===== src/sv/lws_pkg.sv =====
package lws_pkg;

    // register map, index of each register (byte address is 4 * index)
    localparam logic [2:0] REG_PERIOD       = 3'd0;
    localparam logic [2:0] REG_RATE_SCALE   = 3'd1;
    localparam logic [2:0] REG_PHASE_OFFSET = 3'd2;
    localparam logic [2:0] REG_WAVE_SELECT  = 3'd3;
    localparam logic [2:0] REG_DEPTH_AMOUNT = 3'd4;
    localparam logic [2:0] REG_CENTER_BASE  = 3'd5;

    // register reset values
    localparam logic [31:0] PERIOD_RST = 32'h0001_0000;
    localparam logic [31:0] DEPTH_RST  = 32'h0001_0000;

    // rate scale codes
    localparam logic [1:0] RATE_X1     = 2'd0;
    localparam logic [1:0] RATE_X100   = 2'd1;
    localparam logic [1:0] RATE_DIV100 = 2'd2;

    // wave codes
    localparam logic [2:0] WAVE_SINE   = 3'd0;
    localparam logic [2:0] WAVE_TRI    = 3'd1;
    localparam logic [2:0] WAVE_SAW    = 3'd2;
    localparam logic [2:0] WAVE_SQUARE = 3'd3;
    localparam logic [2:0] WAVE_MOOG   = 3'd4;
    localparam logic [2:0] WAVE_PULSE  = 3'd5;
    localparam logic [2:0] WAVE_RANDOM = 3'd6;

    // divider sizes: dividend is the scaled time shifted up by 16 fraction bits
    localparam int DIV_NUM_W = 55;
    localparam int DIV_DEN_W = 39;
    localparam int DIV_CNT_W = 6;
    localparam int FRAC_W    = 16;

    // shared multiplier operand widths
    localparam int MUL_A_W = 20;
    localparam int MUL_B_W = 33;
    localparam int MUL_P_W = MUL_A_W + MUL_B_W;

    // reciprocal of 45 scaled by 2^30, used as p * 64 / 45 = p * M / 2^24
    localparam logic [32:0] RECIP_45 = 33'd23860930;
    // reciprocal of 5 scaled by 2^22
    localparam logic [32:0] RECIP_5  = 33'd838861;
    // pulse mirror point, 0.51 in Q0.16
    localparam logic [15:0] PULSE_KNEE = 16'd33423;

    typedef struct packed {
        logic [31:0] period;
        logic [1:0]  rate_scale;
        logic [15:0] phase_offset;
        logic [2:0]  wave_select;
        logic [31:0] depth_amount;
        logic [31:0] center_base;
    } t_cfg;

    typedef struct packed {
        logic                  start;
        logic [DIV_NUM_W-1:0]  num;
        logic [DIV_DEN_W-1:0]  den;
        logic [DIV_CNT_W-1:0]  steps;
    } t_div_req;

    // triangle in Q2.16 for phase x in Q0.16
    function automatic logic signed [19:0] f_tri(input logic [15:0] x);
        logic               neg;
        logic [15:0]        xs;
        logic signed [17:0] d;
        logic [14:0]        mag;
        logic [16:0]        u;
        logic [16:0]        r;
        neg = (x > 16'd32768);
        xs  = neg ? (x - 16'd32768) : x;
        d   = $signed({2'b00, xs}) - 18'sd16384;
        mag = d[17] ? 15'(-d) : 15'(d);
        u   = {mag, 2'b00};
        r   = 17'h10000 - u;
        return neg ? -$signed({3'b000, r}) : $signed({3'b000, r});
    endfunction

endpackage


===== src/sv/lws_regs.sv =====
module lws_regs (
    input  logic              i_clk,
    input  logic              i_rst_n,
    input  logic              psel,
    input  logic              penable,
    input  logic              pwrite,
    input  logic [4:0]        paddr,
    input  logic [31:0]       pwdata,
    output logic [31:0]       prdata,
    output logic              pready,
    output lws_pkg::t_cfg     o_cfg
);

    logic [31:0] r_period;
    logic [1:0]  r_rate_scale;
    logic [15:0] r_phase_offset;
    logic [2:0]  r_wave_select;
    logic [31:0] r_depth_amount;
    logic [31:0] r_center_base;
    logic        wr_en;
    logic [2:0]  reg_idx;

    assign pready  = 1'b1;
    assign wr_en   = psel && penable && pwrite;
    assign reg_idx = paddr[4:2];

    // register writes
    always_ff @(posedge i_clk) begin
        if (!i_rst_n) begin
            r_period       <= lws_pkg::PERIOD_RST;
            r_rate_scale   <= lws_pkg::RATE_X1;
            r_phase_offset <= '0;
            r_wave_select  <= lws_pkg::WAVE_SINE;
            r_depth_amount <= lws_pkg::DEPTH_RST;
            r_center_base  <= '0;
        end else if (wr_en) begin
            case (reg_idx)
                lws_pkg::REG_PERIOD:       r_period       <= pwdata;
                lws_pkg::REG_RATE_SCALE:   r_rate_scale   <= pwdata[1:0];
                lws_pkg::REG_PHASE_OFFSET: r_phase_offset <= pwdata[15:0];
                lws_pkg::REG_WAVE_SELECT:  r_wave_select  <= pwdata[2:0];
                lws_pkg::REG_DEPTH_AMOUNT: r_depth_amount <= pwdata;
                lws_pkg::REG_CENTER_BASE:  r_center_base  <= pwdata;
                default: ;
            endcase
        end
    end

    // read mux
    always_comb begin
        case (reg_idx)
            lws_pkg::REG_PERIOD:       prdata = r_period;
            lws_pkg::REG_RATE_SCALE:   prdata = {30'd0, r_rate_scale};
            lws_pkg::REG_PHASE_OFFSET: prdata = {16'd0, r_phase_offset};
            lws_pkg::REG_WAVE_SELECT:  prdata = {29'd0, r_wave_select};
            lws_pkg::REG_DEPTH_AMOUNT: prdata = r_depth_amount;
            lws_pkg::REG_CENTER_BASE:  prdata = r_center_base;
            default:                   prdata = 32'd0;
        endcase
    end

    assign o_cfg.period       = r_period;
    assign o_cfg.rate_scale   = r_rate_scale;
    assign o_cfg.phase_offset = r_phase_offset;
    assign o_cfg.wave_select  = r_wave_select;
    assign o_cfg.depth_amount = r_depth_amount;
    assign o_cfg.center_base  = r_center_base;

endmodule


===== src/sv/lws_divider.sv =====
module lws_divider (
    input  logic                         i_clk,
    input  logic                         i_rst_n,
    input  lws_pkg::t_div_req            i_req,
    output logic                         o_done,
    output logic [lws_pkg::FRAC_W-1:0]   o_quo
);

    logic [lws_pkg::DIV_NUM_W-1:0] r_num;
    logic [lws_pkg::DIV_DEN_W-1:0] r_den;
    logic [lws_pkg::DIV_DEN_W-1:0] r_rem;
    logic [lws_pkg::FRAC_W-1:0]    r_quo;
    logic [lws_pkg::DIV_CNT_W-1:0] r_cnt;
    logic                          r_busy;
    logic                          r_done;

    logic [lws_pkg::DIV_DEN_W:0]   trial;
    logic [lws_pkg::DIV_DEN_W:0]   diff;
    logic                          fits;
    logic [lws_pkg::DIV_DEN_W-1:0] n_rem;

    // one restoring step: shift in the next dividend bit, subtract if it fits
    always_comb begin
        trial = {r_rem, r_num[lws_pkg::DIV_NUM_W-1]};
        diff  = trial - {1'b0, r_den};
        fits  = (trial >= {1'b0, r_den});
        n_rem = fits ? diff[lws_pkg::DIV_DEN_W-1:0] : trial[lws_pkg::DIV_DEN_W-1:0];
    end

    // step control
    always_ff @(posedge i_clk) begin
        if (!i_rst_n) begin
            r_busy <= 1'b0;
            r_done <= 1'b0;
            r_cnt  <= '0;
        end else begin
            // done pulses for one cycle after the last step
            r_done <= !i_req.start && r_busy && (r_cnt == 1);
            if (i_req.start) begin
                r_busy <= 1'b1;
                r_cnt  <= i_req.steps;
            end else if (r_busy) begin
                r_cnt <= r_cnt - 1'b1;
                if (r_cnt == 1) begin
                    r_busy <= 1'b0;
                end
            end
        end
    end

    // datapath
    always_ff @(posedge i_clk) begin
        if (i_req.start) begin
            r_num <= i_req.num;
            r_den <= i_req.den;
            r_rem <= '0;
            r_quo <= '0;
        end else if (r_busy) begin
            r_num <= {r_num[lws_pkg::DIV_NUM_W-2:0], 1'b0};
            r_rem <= n_rem;
            r_quo <= {r_quo[lws_pkg::FRAC_W-2:0], fits};
        end
    end

    assign o_done = r_done;
    assign o_quo  = r_quo;

endmodule


===== src/sv/lws_multiplier.sv =====
module lws_multiplier (
    input  logic                                 i_clk,
    input  logic signed [lws_pkg::MUL_A_W-1:0]   i_a,
    input  logic signed [lws_pkg::MUL_B_W-1:0]   i_b,
    output logic signed [lws_pkg::MUL_P_W-1:0]   o_p
);

    logic signed [lws_pkg::MUL_P_W-1:0] r_p;

    // registered signed product
    always_ff @(posedge i_clk) begin
        r_p <= i_a * i_b;
    end

    assign o_p = r_p;

endmodule


===== src/sv/lfo_waveform_sampler.sv =====
// LFO waveform sampler: each time beat (unsigned Q16.16 seconds) yields one
// lfo_value beat (signed Q16.16, wave * depth_amount + center_base, saturated).
// The phase time/period is formed by a bit-serial divider that retires one
// quotient bit per clock: 48 steps for rate scale x1 or /100, 55 for x100.
// A single shared 20x33 multiplier serves the start phase, the wave shape
// (up to three passes) and the output gain. The input is not ready while an
// item is in work. The result sits in an output register, so the next time
// beat is taken as soon as the result is loaded there. Registers sit on the
// APB port at byte address 4 * index and should only be written while the
// block is idle.
module lfo_waveform_sampler (
    input  logic        i_clk,
    input  logic        i_rst_n,
    input  logic        i_s_axis_tvalid,
    output logic        o_s_axis_tready,
    input  logic [31:0] i_s_axis_tdata,   // [31:0] time_seconds
    output logic        o_m_axis_tvalid,
    input  logic        i_m_axis_tready,
    output logic [31:0] o_m_axis_tdata,   // [31:0] lfo_value
    input  logic        psel,
    input  logic        penable,
    input  logic        pwrite,
    input  logic [4:0]  paddr,
    input  logic [31:0] pwdata,
    output logic [31:0] prdata,
    output logic        pready
);

    localparam logic [3:0] S_IDLE  = 4'd0;
    localparam logic [3:0] S_PHASE = 4'd1;
    localparam logic [3:0] S_DIVW  = 4'd2;
    localparam logic [3:0] S_WAVE  = 4'd3;
    localparam logic [3:0] S_SINE  = 4'd4;
    localparam logic [3:0] S_MOOG  = 4'd5;
    localparam logic [3:0] S_PULSE = 4'd6;
    localparam logic [3:0] S_RAND  = 4'd7;
    localparam logic [3:0] S_OUT   = 4'd8;
    localparam logic [3:0] S_OUTP  = 4'd9;

    localparam logic [lws_pkg::DIV_CNT_W-1:0] STEPS_SHORT = lws_pkg::DIV_CNT_W'(48);
    localparam logic [lws_pkg::DIV_CNT_W-1:0] STEPS_LONG  =
        lws_pkg::DIV_CNT_W'(lws_pkg::DIV_NUM_W);

    lws_pkg::t_cfg     cfg;
    lws_pkg::t_div_req div_req;
    logic              div_done;
    logic [15:0]       div_quo;

    logic signed [lws_pkg::MUL_A_W-1:0] mul_a;
    logic signed [lws_pkg::MUL_B_W-1:0] mul_b;
    logic signed [lws_pkg::MUL_P_W-1:0] mul_p;

    logic [3:0]         r_state;
    logic [15:0]        r_xph;
    logic [15:0]        r_x;
    logic               r_neg;
    logic signed [19:0] r_w;
    logic [1:0]         r_pcnt;
    logic [31:0]        r_step;
    logic [31:0]        r_sum;
    logic [31:0]        r_sum2;
    logic               r_out_valid;
    logic [31:0]        r_out_data;

    logic               in_acc;
    logic               out_free;
    logic [31:0]        t_in;
    logic [38:0]        t100;
    logic [38:0]        p100;

    logic               half_neg;
    logic [15:0]        half_x;
    logic signed [17:0] sine_d;
    logic signed [17:0] sine_u;
    logic [16:0]        sine_sq;
    logic [16:0]        sine_r;
    logic [16:0]        moog_x;
    logic [18:0]        moog_n;
    logic [16:0]        pulse_x;
    logic [16:0]        pulse_v0;
    logic [18:0]        pulse_vn;
    logic [31:0]        n_step;
    logic [31:0]        n_sum;
    logic [31:0]        n_sum2;
    logic [31:0]        rnd_mix;
    logic [7:0]         rnd_byte;
    logic signed [9:0]  rnd_k;
    logic signed [19:0] rnd_kw;
    logic signed [19:0] rnd_w;
    logic signed [36:0] out_sh;
    logic signed [37:0] out_sum;
    logic [31:0]        out_sat;

    lws_regs u_regs (
        .i_clk   (i_clk),
        .i_rst_n (i_rst_n),
        .psel    (psel),
        .penable (penable),
        .pwrite  (pwrite),
        .paddr   (paddr),
        .pwdata  (pwdata),
        .prdata  (prdata),
        .pready  (pready),
        .o_cfg   (cfg)
    );

    lws_divider u_div (
        .i_clk   (i_clk),
        .i_rst_n (i_rst_n),
        .i_req   (div_req),
        .o_done  (div_done),
        .o_quo   (div_quo)
    );

    lws_multiplier u_mul (
        .i_clk (i_clk),
        .i_a   (mul_a),
        .i_b   (mul_b),
        .o_p   (mul_p)
    );

    // handshakes
    assign o_s_axis_tready = (r_state == S_IDLE);
    assign in_acc          = i_s_axis_tvalid && (r_state == S_IDLE);
    assign out_free        = !r_out_valid || i_m_axis_tready;
    assign o_m_axis_tvalid = r_out_valid;
    assign o_m_axis_tdata  = r_out_data;

    // times-hundred by shift and add
    assign t_in = i_s_axis_tdata;
    assign t100 = ({7'd0, t_in} << 6) + ({7'd0, t_in} << 5) + ({7'd0, t_in} << 2);
    assign p100 = ({7'd0, cfg.period} << 6) + ({7'd0, cfg.period} << 5)
                + ({7'd0, cfg.period} << 2);

    // divider request, dividend left aligned with 16 fraction bits below
    always_comb begin
        div_req.start = in_acc;
        case (cfg.rate_scale)
            lws_pkg::RATE_X100: begin
                div_req.num   = {t100, 16'd0};
                div_req.den   = {7'd0, cfg.period};
                div_req.steps = STEPS_LONG;
            end
            lws_pkg::RATE_DIV100: begin
                div_req.num   = {t_in, 23'd0};
                div_req.den   = p100;
                div_req.steps = STEPS_SHORT;
            end
            default: begin
                div_req.num   = {t_in, 23'd0};
                div_req.den   = {7'd0, cfg.period};
                div_req.steps = STEPS_SHORT;
            end
        endcase
    end

    // wave shaping helpers
    always_comb begin
        half_neg = (r_x > 16'd32768);
        half_x   = half_neg ? (r_x - 16'd32768) : r_x;
        sine_d   = $signed({2'b00, half_x}) - 18'sd16384;
        sine_u   = $signed({sine_d[15:0], 2'b00});
        sine_sq  = mul_p[32:16];
        sine_r   = 17'h10000 - sine_sq;

        moog_x   = (r_x > 16'd16384) ? ({1'b0, r_x} + 17'd16384) : {1'b0, r_x};
        moog_n   = {moog_x, 2'b00};

        pulse_x  = (r_x > lws_pkg::PULSE_KNEE) ? (17'h10000 - {1'b0, r_x}) : {1'b0, r_x};
        pulse_v0 = {pulse_x[15:0], 1'b0};
        pulse_vn = mul_p[34:16];

        n_step   = r_step + 32'd1;
        n_sum    = r_sum + n_step;
        n_sum2   = r_sum2 + n_sum;
        rnd_mix  = ({r_step[30:0], 1'b0} + r_step) + ({r_sum[29:0], 2'b00} + r_sum)
                 + ({r_sum2[28:0], 3'b000} - r_sum2);
        rnd_byte = rnd_mix[13:6];
        rnd_k    = $signed({1'b0, rnd_byte, 1'b0}) - 10'sd255;
        rnd_kw   = {{10{rnd_k[9]}}, rnd_k};
        // k * 65536 / 255 = 257 k, plus one toward the sign when |k| is 255
        if (rnd_byte == 8'hFF) begin
            rnd_w = (rnd_kw <<< 8) + rnd_kw + 20'sd1;
        end else if (rnd_byte == 8'h00) begin
            rnd_w = (rnd_kw <<< 8) + rnd_kw - 20'sd1;
        end else begin
            rnd_w = (rnd_kw <<< 8) + rnd_kw;
        end
    end

    // output floor shift, offset and saturation
    always_comb begin
        out_sh  = mul_p[52:16];
        out_sum = {out_sh[36], out_sh} + {{6{cfg.center_base[31]}}, cfg.center_base};
        if (out_sum[37:31] == 7'h00 || out_sum[37:31] == 7'h7F) begin
            out_sat = out_sum[31:0];
        end else begin
            out_sat = out_sum[37] ? 32'h8000_0000 : 32'h7FFF_FFFF;
        end
    end

    // shared multiplier operand select
    always_comb begin
        mul_a = r_w;
        mul_b = {cfg.depth_amount[31], cfg.depth_amount};
        case (r_state)
            S_IDLE: begin
                mul_a = {4'd0, cfg.phase_offset};
                mul_b = lws_pkg::RECIP_45;
            end
            S_WAVE: begin
                case (cfg.wave_select)
                    lws_pkg::WAVE_SINE: begin
                        mul_a = {{2{sine_u[17]}}, sine_u};
                        mul_b = {{15{sine_u[17]}}, sine_u};
                    end
                    lws_pkg::WAVE_MOOG: begin
                        mul_a = {1'b0, moog_n};
                        mul_b = lws_pkg::RECIP_5;
                    end
                    lws_pkg::WAVE_PULSE: begin
                        mul_a = {3'd0, pulse_v0};
                        mul_b = {16'd0, pulse_v0};
                    end
                    default: ;
                endcase
            end
            S_PULSE: begin
                mul_a = {1'b0, pulse_vn};
                mul_b = {14'd0, pulse_vn};
            end
            default: ;
        endcase
    end

    // output register: loading a new beat wins over the old beat leaving
    always_ff @(posedge i_clk) begin
        if (!i_rst_n) begin
            r_out_valid <= 1'b0;
        end else if (r_state == S_OUTP && out_free) begin
            r_out_valid <= 1'b1;
        end else if (r_out_valid && i_m_axis_tready) begin
            r_out_valid <= 1'b0;
        end
    end

    // sequencer
    always_ff @(posedge i_clk) begin
        if (!i_rst_n) begin
            r_state     <= S_IDLE;
            r_step      <= '0;
            r_sum       <= '0;
            r_sum2      <= '0;
            r_pcnt      <= '0;
        end else begin
            case (r_state)
                S_IDLE: begin
                    if (in_acc) begin
                        r_state <= S_PHASE;
                    end
                end
                S_PHASE: begin
                    // start phase = offset * 64 / 45, modulo one turn
                    r_xph   <= mul_p[39:24];
                    r_state <= S_DIVW;
                end
                S_DIVW: begin
                    if (div_done) begin
                        r_x     <= ((cfg.period == 32'd0) ? 16'd0 : div_quo) + r_xph;
                        r_state <= S_WAVE;
                    end
                end
                S_WAVE: begin
                    r_neg <= half_neg;
                    case (cfg.wave_select)
                        lws_pkg::WAVE_SINE: begin
                            r_state <= S_SINE;
                        end
                        lws_pkg::WAVE_TRI: begin
                            r_w     <= lws_pkg::f_tri(r_x);
                            r_state <= S_OUT;
                        end
                        lws_pkg::WAVE_SAW: begin
                            r_w     <= ($signed({4'd0, r_x}) - 20'sd32768) <<< 1;
                            r_state <= S_OUT;
                        end
                        lws_pkg::WAVE_SQUARE: begin
                            r_w     <= (r_x > 16'd32768) ? -20'sd65536 : 20'sd65536;
                            r_state <= S_OUT;
                        end
                        lws_pkg::WAVE_MOOG: begin
                            r_state <= S_MOOG;
                        end
                        lws_pkg::WAVE_PULSE: begin
                            r_pcnt  <= '0;
                            r_state <= S_PULSE;
                        end
                        lws_pkg::WAVE_RANDOM: begin
                            r_step  <= n_step;
                            r_sum   <= n_sum;
                            r_sum2  <= n_sum2;
                            r_state <= S_RAND;
                        end
                        default: begin
                            r_w     <= '0;
                            r_state <= S_OUT;
                        end
                    endcase
                end
                S_SINE: begin
                    r_w     <= r_neg ? -$signed({3'd0, sine_r}) : $signed({3'd0, sine_r});
                    r_state <= S_OUT;
                end
                S_MOOG: begin
                    // (4x) / 5 by reciprocal, then the triangle
                    r_w     <= lws_pkg::f_tri(mul_p[37:22]);
                    r_state <= S_OUT;
                end
                S_PULSE: begin
                    // three squarings, the later ones fed back from the product
                    if (r_pcnt == 2'd2) begin
                        r_w     <= 20'($signed({1'b0, pulse_vn, 1'b0}) - 21'sd65536);
                        r_state <= S_OUT;
                    end else begin
                        r_pcnt <= r_pcnt + 2'd1;
                    end
                end
                S_RAND: begin
                    r_w     <= rnd_w;
                    r_state <= S_OUT;
                end
                S_OUT: begin
                    r_state <= S_OUTP;
                end
                S_OUTP: begin
                    if (out_free) begin
                        r_out_data  <= out_sat;
                        r_state     <= S_IDLE;
                    end
                end
                default: begin
                    r_state <= S_IDLE;
                end
            endcase
        end
    end

endmodule


===== config.mk =====
export PLATFORM = sky130hd
export DESIGN_NAME = lfo_waveform_sampler
export DESIGN_NICKNAME = d
export VERILOG_FILES = /design/src/sv/lws_pkg.sv /design/src/sv/lws_regs.sv /design/src/sv/lws_divider.sv /design/src/sv/lws_multiplier.sv /design/src/sv/lfo_waveform_sampler.sv
export SDC_FILE = /design/constraint.sdc
export NUM_CORES = 2
export LEC_CHECK = 0
export ABC_AREA = 1
export BUFFER_PORTS_ARGS = -buffer_cell sky130_fd_sc_hd__buf_4
export CAP_MARGIN = 20
export CORE_ASPECT_RATIO = 1.25
export CORE_MARGIN = 3
export CORE_UTILIZATION = 60
export DETAILED_ROUTE_END_ITERATION = 6
export HOLD_SLACK_MARGIN = 0.08
export PLACE_DENSITY_LB_ADDON = 0.08
export SYNTH_ARGS = -nofsm -noshare
export SYNTH_HDL_FRONTEND = slang
export SYNTH_SLANG_ARGS = --single-unit

===== constraint.sdc =====
create_clock -name i_clk -period 13.48 [get_ports i_clk]
set_input_delay 0.674 -clock i_clk [delete_from_list [all_inputs] [get_ports i_clk]]
set_output_delay 0.674 -clock i_clk [all_outputs]
set_load 0.05 [all_outputs]

Yosys cells after proc, flatten, opt, wreduce, memory -nomap -nowiden
Cells that the tools add are included.
W data, S select, Z words.
{"block": "word_totals", "reg_bits": 515, "inputBits": 76, "out_inout_bits": 67}
{"block": "op_classes", "add_sub_neg": 37, "n_mul": 1, "order_cmp": 5, "eq_ne": 33, "mux": 43, "n_reduce_logical": 37}
{"op": "$pmux W100 S2", "count": 1}
{"op": "$pmux W33 S3", "count": 2}
{"op": "$pmux W32 S6", "count": 1}
{"op": "$mux W20", "count": 7}
{"op": "$pmux W20 S3", "count": 2}
{"op": "$mux W55", "count": 2}
{"op": "$pmux W20 S5", "count": 1}
{"op": "$pmux W20 S4", "count": 1}
{"op": "$add A38 B37 Y39", "count": 2}
{"op": "$add A39 B34 Y39", "count": 2}
{"op": "$add A32 B32 Y32", "count": 2}
{"op": "$mux W16", "count": 4}
{"op": "$mux W32", "count": 2}
{"op": "$neg A17 Y20", "count": 3}
{"op": "$add A14 B14 Y14", "count": 4}
{"op": "$mul A20 B33 Y53", "count": 1}
{"op": "$sub A17 B17 Y17 const A", "count": 3}
{"op": "$gt A16 B16 Y1 const B", "count": 3}
{"op": "$ge A40 B39 Y1", "count": 1}
{"op": "$mux W39", "count": 1}
{"op": "$sub A39 B39 Y39", "count": 1}
{"op": "$add A37 B32 Y38", "count": 1}
{"op": "$sub A16 B15 Y17 const B", "count": 2}
{"op": "$add A32 B1 Y32 const B", "count": 1}
{"op": "other kinds (53)", "count": 106}

Depth between registers and ports, before layout
{"block": "depth", "word_depth": 10, "depth_mapped": 48, "ltp_nobuf": 46}

Cells and area by module
Synthesis repeated with hierarchy kept, for this count alone.
{"block": "hier_totals", "cells_unflattened": 9416, "area_unflattened_um2": 64992.3}
{"module": "lws_multiplier", "n_inst": 1, "cells_per_inst": 3634, "area_each_um2": 26908.3}
{"module": "lfo_waveform_sampler", "n_inst": 1, "cells_per_inst": 3573, "area_each_um2": 23065.9}
{"module": "lws_divider", "n_inst": 1, "cells_per_inst": 1292, "area_each_um2": 9252.6}
{"module": "lws_regs", "n_inst": 1, "cells_per_inst": 917, "area_each_um2": 5765.5}

Least setup slack after synthesis
OpenSTA, ideal clock, no wires.
{"block": "synth_timing", "kind": "register to register", "startpoint": "register r_x[2]", "endpoint": "register u_mul.r_p, in the netlist u_mul.o_p[43]", "setup_ps": 72, "arrival_ps": 8258, "required_time_ps": 13408, "path_slack_ps": 5150, "stages_incl_launch_ff": 38, "n_path_buf": 1, "period_less_slack_ps": 8330, "cell_sequence": "edfxtp_1 > nor2_1 > nand3_1 > nor2_1 > nand4_1 > inv_1 > nand3_1 > ha_1 > nand2_1 > nand2_1 > nor2_1 > nor2_1 > inv_2 > o21ai_1 > buf_2 > nor2_1 > inv_1 > fa_1 > [... 2 more ...] > fa_1 > inv_1 > fa_1 > inv_1 > fa_1 > inv_1 > fa_1 > fa_1 > inv_1 > ha_1 > nand2_1 > nor2_1 > nand2_1 > nor2_1 > inv_1 > o221a_2 > nand2_1 > xor2_1"}
{"block": "synth_between", "elab_chain_len": 6, "word_cells_on_any_way": 15}
{"element": "start: declaration", "line_no": "lfo_waveform_sampler.sv:55", "source": "logic [15:0] r_x;"}
{"element": "start signal: assignment", "line_no": "lfo_waveform_sampler.sv:269", "source": "r_x <= ((cfg.period == 32'd0) ? 16'd0 : div_quo) + r_xph;"}
{"element": "$sub A16 B16 Y16 / $gt A16 B16 Y1 (equally long branches)", "line_no": "lfo_waveform_sampler.sv:160, lfo_waveform_sampler.sv:159"}
{"element": "$mux W16", "line_no": "lfo_waveform_sampler.sv:160", "source": "half_x = half_neg ? (r_x - 16'd32768) : r_x;"}
{"element": "$sub A16 B15 Y17"}
{"element": "$pmux W20 S3 / $pmux W33 S3 (equally long branches)", "line_no": "lfo_waveform_sampler.sv:212", "source": "case (cfg.wave_select)"}
{"element": "$pmux W20 S3 / $pmux W33 S3 (equally long branches)", "line_no": "lfo_waveform_sampler.sv:206", "source": "case (r_state)"}
{"element": "$mul A20 B33 Y53 (*)", "line_no": "lws_multiplier.sv:12", "source": "r_p <= i_a * i_b;"}
{"element": "end signal: assignment", "line_no": "lws_multiplier.sv:12"}
{"element": "end: declaration", "line_no": "lws_multiplier.sv:8", "source": "logic signed [lws_pkg::MUL_P_W-1:0] r_p;"}
Mark *: on every way between the ends. The rest lies on a longest branch, timed or not.
A chain may end at the register's enable or synchronous reset.

Final worst setup path
{"block": "layout_timing", "startpoint": "register r_x[11]", "endpoint": "register u_mul.r_p, in the netlist u_mul.o_p[52]"}
The elaborated chain is that of the path after synthesis.

==> out/metrics.csv <==
stage,metric,value,unit
layout,area_growth,6.75,%
drt,wire_per_inst,21.1,µm
sta,finalHoldViolCount,0,
layout,register_area,10200,µm²
critical_path,crit_fanout,17,
layout,multi_input_area,41700,µm²
clock_network,path_clk_slew,0.07,ns
placement,place.gp.congestion,1.03,
critical_path,max_stage_delay,1.07,ns
yosys,yosysWarnings,0,
die,ioPinCount,143,
global_route,grt_max_degree,120,
die,die_x,286,µm
critical_path,rrSetupSlack,2.66,ns
sta,post-route-period-util,80.2,%
worst_hold_path,min_path_type,in -> reg,
clock_network,post-cts-setup-buffers,0,
sta,clock_skew,0.0412,ns
outcome,status,"complete, but fails checks",
critical_path,cp_common_cell,fa_1,
sta,grt_setup_unrepaired,false,
sta,max_slew_margin,23.5,%
yosys,syn-num-nets,9087,
job,maxCapViolations,0,
global_route,grt_pass1_vias,54200,
critical_path,start_kind,flop,
layout,drive_gt1_share,6.00,%
global_route,track_usage,38.4,%
clock_network,post_cts_resized,0,
drt,vias_per_cell,5.82,
global_route,grt-ovfl-total,0,
clock_network,hold_buffers,0,
clock_network,cts_made_buffers,46,
drt,drc_errors,1,
die,start_util,60.8,%
sta,worst_pin_slew,1.14,ns
sta,fmax,92.5,MHz
outcome,violations,design-rule violations,
sta,drv_slew,0,
yosys,async_flop_share,0,%
yosys,synth-seq-area-share,17.3,%
die,dieArea,102000,µm²
layout,n_fill_cell,8863,
clock_network,clk_latency,0.64,ns
die,row_count,127,
die,coreArea,96500,µm²
drt,dr.pass1.iters,7,
drt,drt_iter0_markers,4822,
placement,dp_hpwl,157000,µm
sta,period_minus_slack,10.82,ns
yosys,yosys.cell_types.count,65,
drt,routed-via-count,53900,
critical_path,cp.required,14.00,ns
yosys,ys_ff_latch,427,
yosys,synthCells,7885,
die,die_y,356,µm
critical_path,cpMaxStageDelayCell,fa_1,
yosys,synth.area.top_cells,"fa_1 26%, nand2_1 9.7%, inv_1 9.5%, dfxtp_1 9.1%, edfxtp_1 8.2%",
clock_network,root_buffer,clkbuf_16,
critical_path,crit_arrival,11.33,ns
global_route,antenna_found_initial,16,
global_route,grt_pass1_wl,302000,µm
drt,ant_nets,0,
clock_network,cts_max_path_buffers,3,
placement,io_buffers,139,
drt,wl,195000,µm
sta,setup_tns,0,ns
yosys,synth_area,58600,µm²
yosys,synth_edf_count,161,
layout,nets,9132,
yosys,yosys_most_used_dff,dfxtp_1,
critical_path,end_kind,flop,
clock_network,h-tree-depth,2,
clock_network,clock-sinks,427,
yosys,yosysTopAreaCell,fa_1,
yosys,synth_top_cell_area_share,25.5,%
yosys,synth.avg_cell_area,7.44,µm²
critical_path,crit_type,reg -> reg,
clock_network,cts_tree,built,
sta,setup_violations,0,
synthesized netlist by cell type, types with 20 or more instances:
cell,n
buf_2,45
xnor2_1,66
o2111ai_1,22
nand4_1,60
o22ai_1,33
o21ai_1,33
o21ai_2,20
o21ai_0,484
nor2_1,957
fa_1,748
xor2_1,130
a21o_1,24
clkbuf_1,141
a31oi_1,58
edfxtp_1,161
nand2_1,1511
inv_1,1486
nor3_1,65
a2bb2oi_1,29
ha_1,378
nand3_1,264
o221ai_1,21
dfxtp_1,266
or2_2,25
inv_2,40
a21oi_1,484
o211ai_1,75
state kept, by name, summed over array words and instances, names as in the netlist, 2 cells and up:
signal	flops
u_div.r_den	39
u_regs.r_depth_amount	32
r_xph	16
u_div.r_num	37
r_x	16
u_regs.r_phase_offset	16
u_regs.r_rate_scale	2
o_m_axis_tdata	32
u_div.o_quo	16
r_state	4
u_mul.o_p	37
r_pcnt	2
u_div.r_cnt	6
u_div.r_rem	39
u_regs.r_period	32
r_sum	14
u_regs.r_center_base	32
u_regs.r_wave_select	3
r_w	20
r_step	14
r_sum2	14
path summary, 6_finish.rpt:
path                                                         endpoint  cells after the start                   start
worst max-delay path                            u_mul.o_p[52]$_DFF_P_                     32       r_x[11]$_DFFE_PP_
worst max register to register                  u_mul.o_p[52]$_DFF_P_                     32       r_x[11]$_DFFE_PP_
worst min register to register                 r_pcnt[0]$_SDFFE_PN0P_                      1  r_pcnt[0]$_SDFFE_PN0P_
worst min-delay path            u_regs.r_center_base[20]$_SDFFE_PN0P_                      3              pwdata[20]
metal layers:
| metal | track usage [%] | part of all wire, % | vias to the layer above |
|---|---|---|---|
| li1 | - | - | 25000 |
| met1 | 43.9 | 36 | 25700 |
| met2 | 65.1 | 47 | 2371 |
| met3 | 6.19 | 7.6 | 864 |
| met4 | 28.5 | 9.2 | 10 |
| met5 | 0 | 0.030 | - |
cells by family (layout without fill, tap and decap cells):
| kind of cell | after synthesis | in the layout | synth area share, % |
|---|---|---|---|
| and+or+nand+nor | 2971 | 2971 | 20.8 |
| buffers and inverters | 1772 | 1855 | 11.7 |
| AOI/OAI and AO/OA | 1391 | 1391 | 13.6 |
| adders and majority gates | 1126 | 1126 | 33.6 |
| DFF | 427 | 427 | 17.3 |
| xor gates and xnor gates | 197 | 197 | 2.95 |
| other | 1 | 13 | 0.00639 |
cells in the final DEF, fill, tap and decap left out, types with 130 or more instances in the layout:
cell type / n
xor2_1: 130
inv_1: 1486
nand3_1: 263
edfxtp_1: 161
fa_1: 748
nand2_1: 1509
dfxtp_1: 266
buf_4: 225
a21oi_1: 483
o21ai_0: 478
ha_1: 378
nor2_1: 954
critical path: cells and delay by family, from the launching register on:
family | cells | cell delay (ns)
adder cells (fa/ha/maj) | 9 | 5.05
AND/OR/NAND/NOR | 11 | 2.06
AO/OA/AOI/OAI | 4 | 1.63
buffers and inverters | 7 | 1.37
flip-flops | 1 | 0.41
XOR/XNOR | 1 | 0.21
stage by stage:
stage / hold WS, ns / utilization, % / instances / setup WS (ns) / cell area, µm²
2_1_floorplan: 0.412 / - / 7885 / 5.15 / 58600
5_1_grt: 0.295 / 64.9 / 9262 / 2.37 / 62600
3_5_place_dp: 0.456 / 63.2 / 9170 / 2.87 / 61000
4_1_cts: 0.260 / 64.8 / 9256 / 2.86 / 62500
6_report: 0.288 / 64.9 / 9270 / 2.66 / 62600
3_3_place_gp: 0.437 / 63.2 / 9169 / 2.94 / 60900
final cells by class:
class                      instances  area share [%]
clock buffer                      59            2.06
multi-input combinational       5686            66.6
inverter                        1541            9.25
sequential                       427            16.2
clock inverter                    27           0.458
antenna                           12          0.0480
timing repair buffer             228            2.80
tap                             1290            2.58
Power is not shown: default switching activity piles up to over one toggle a cycle in this logic, so the estimate is an artifact.
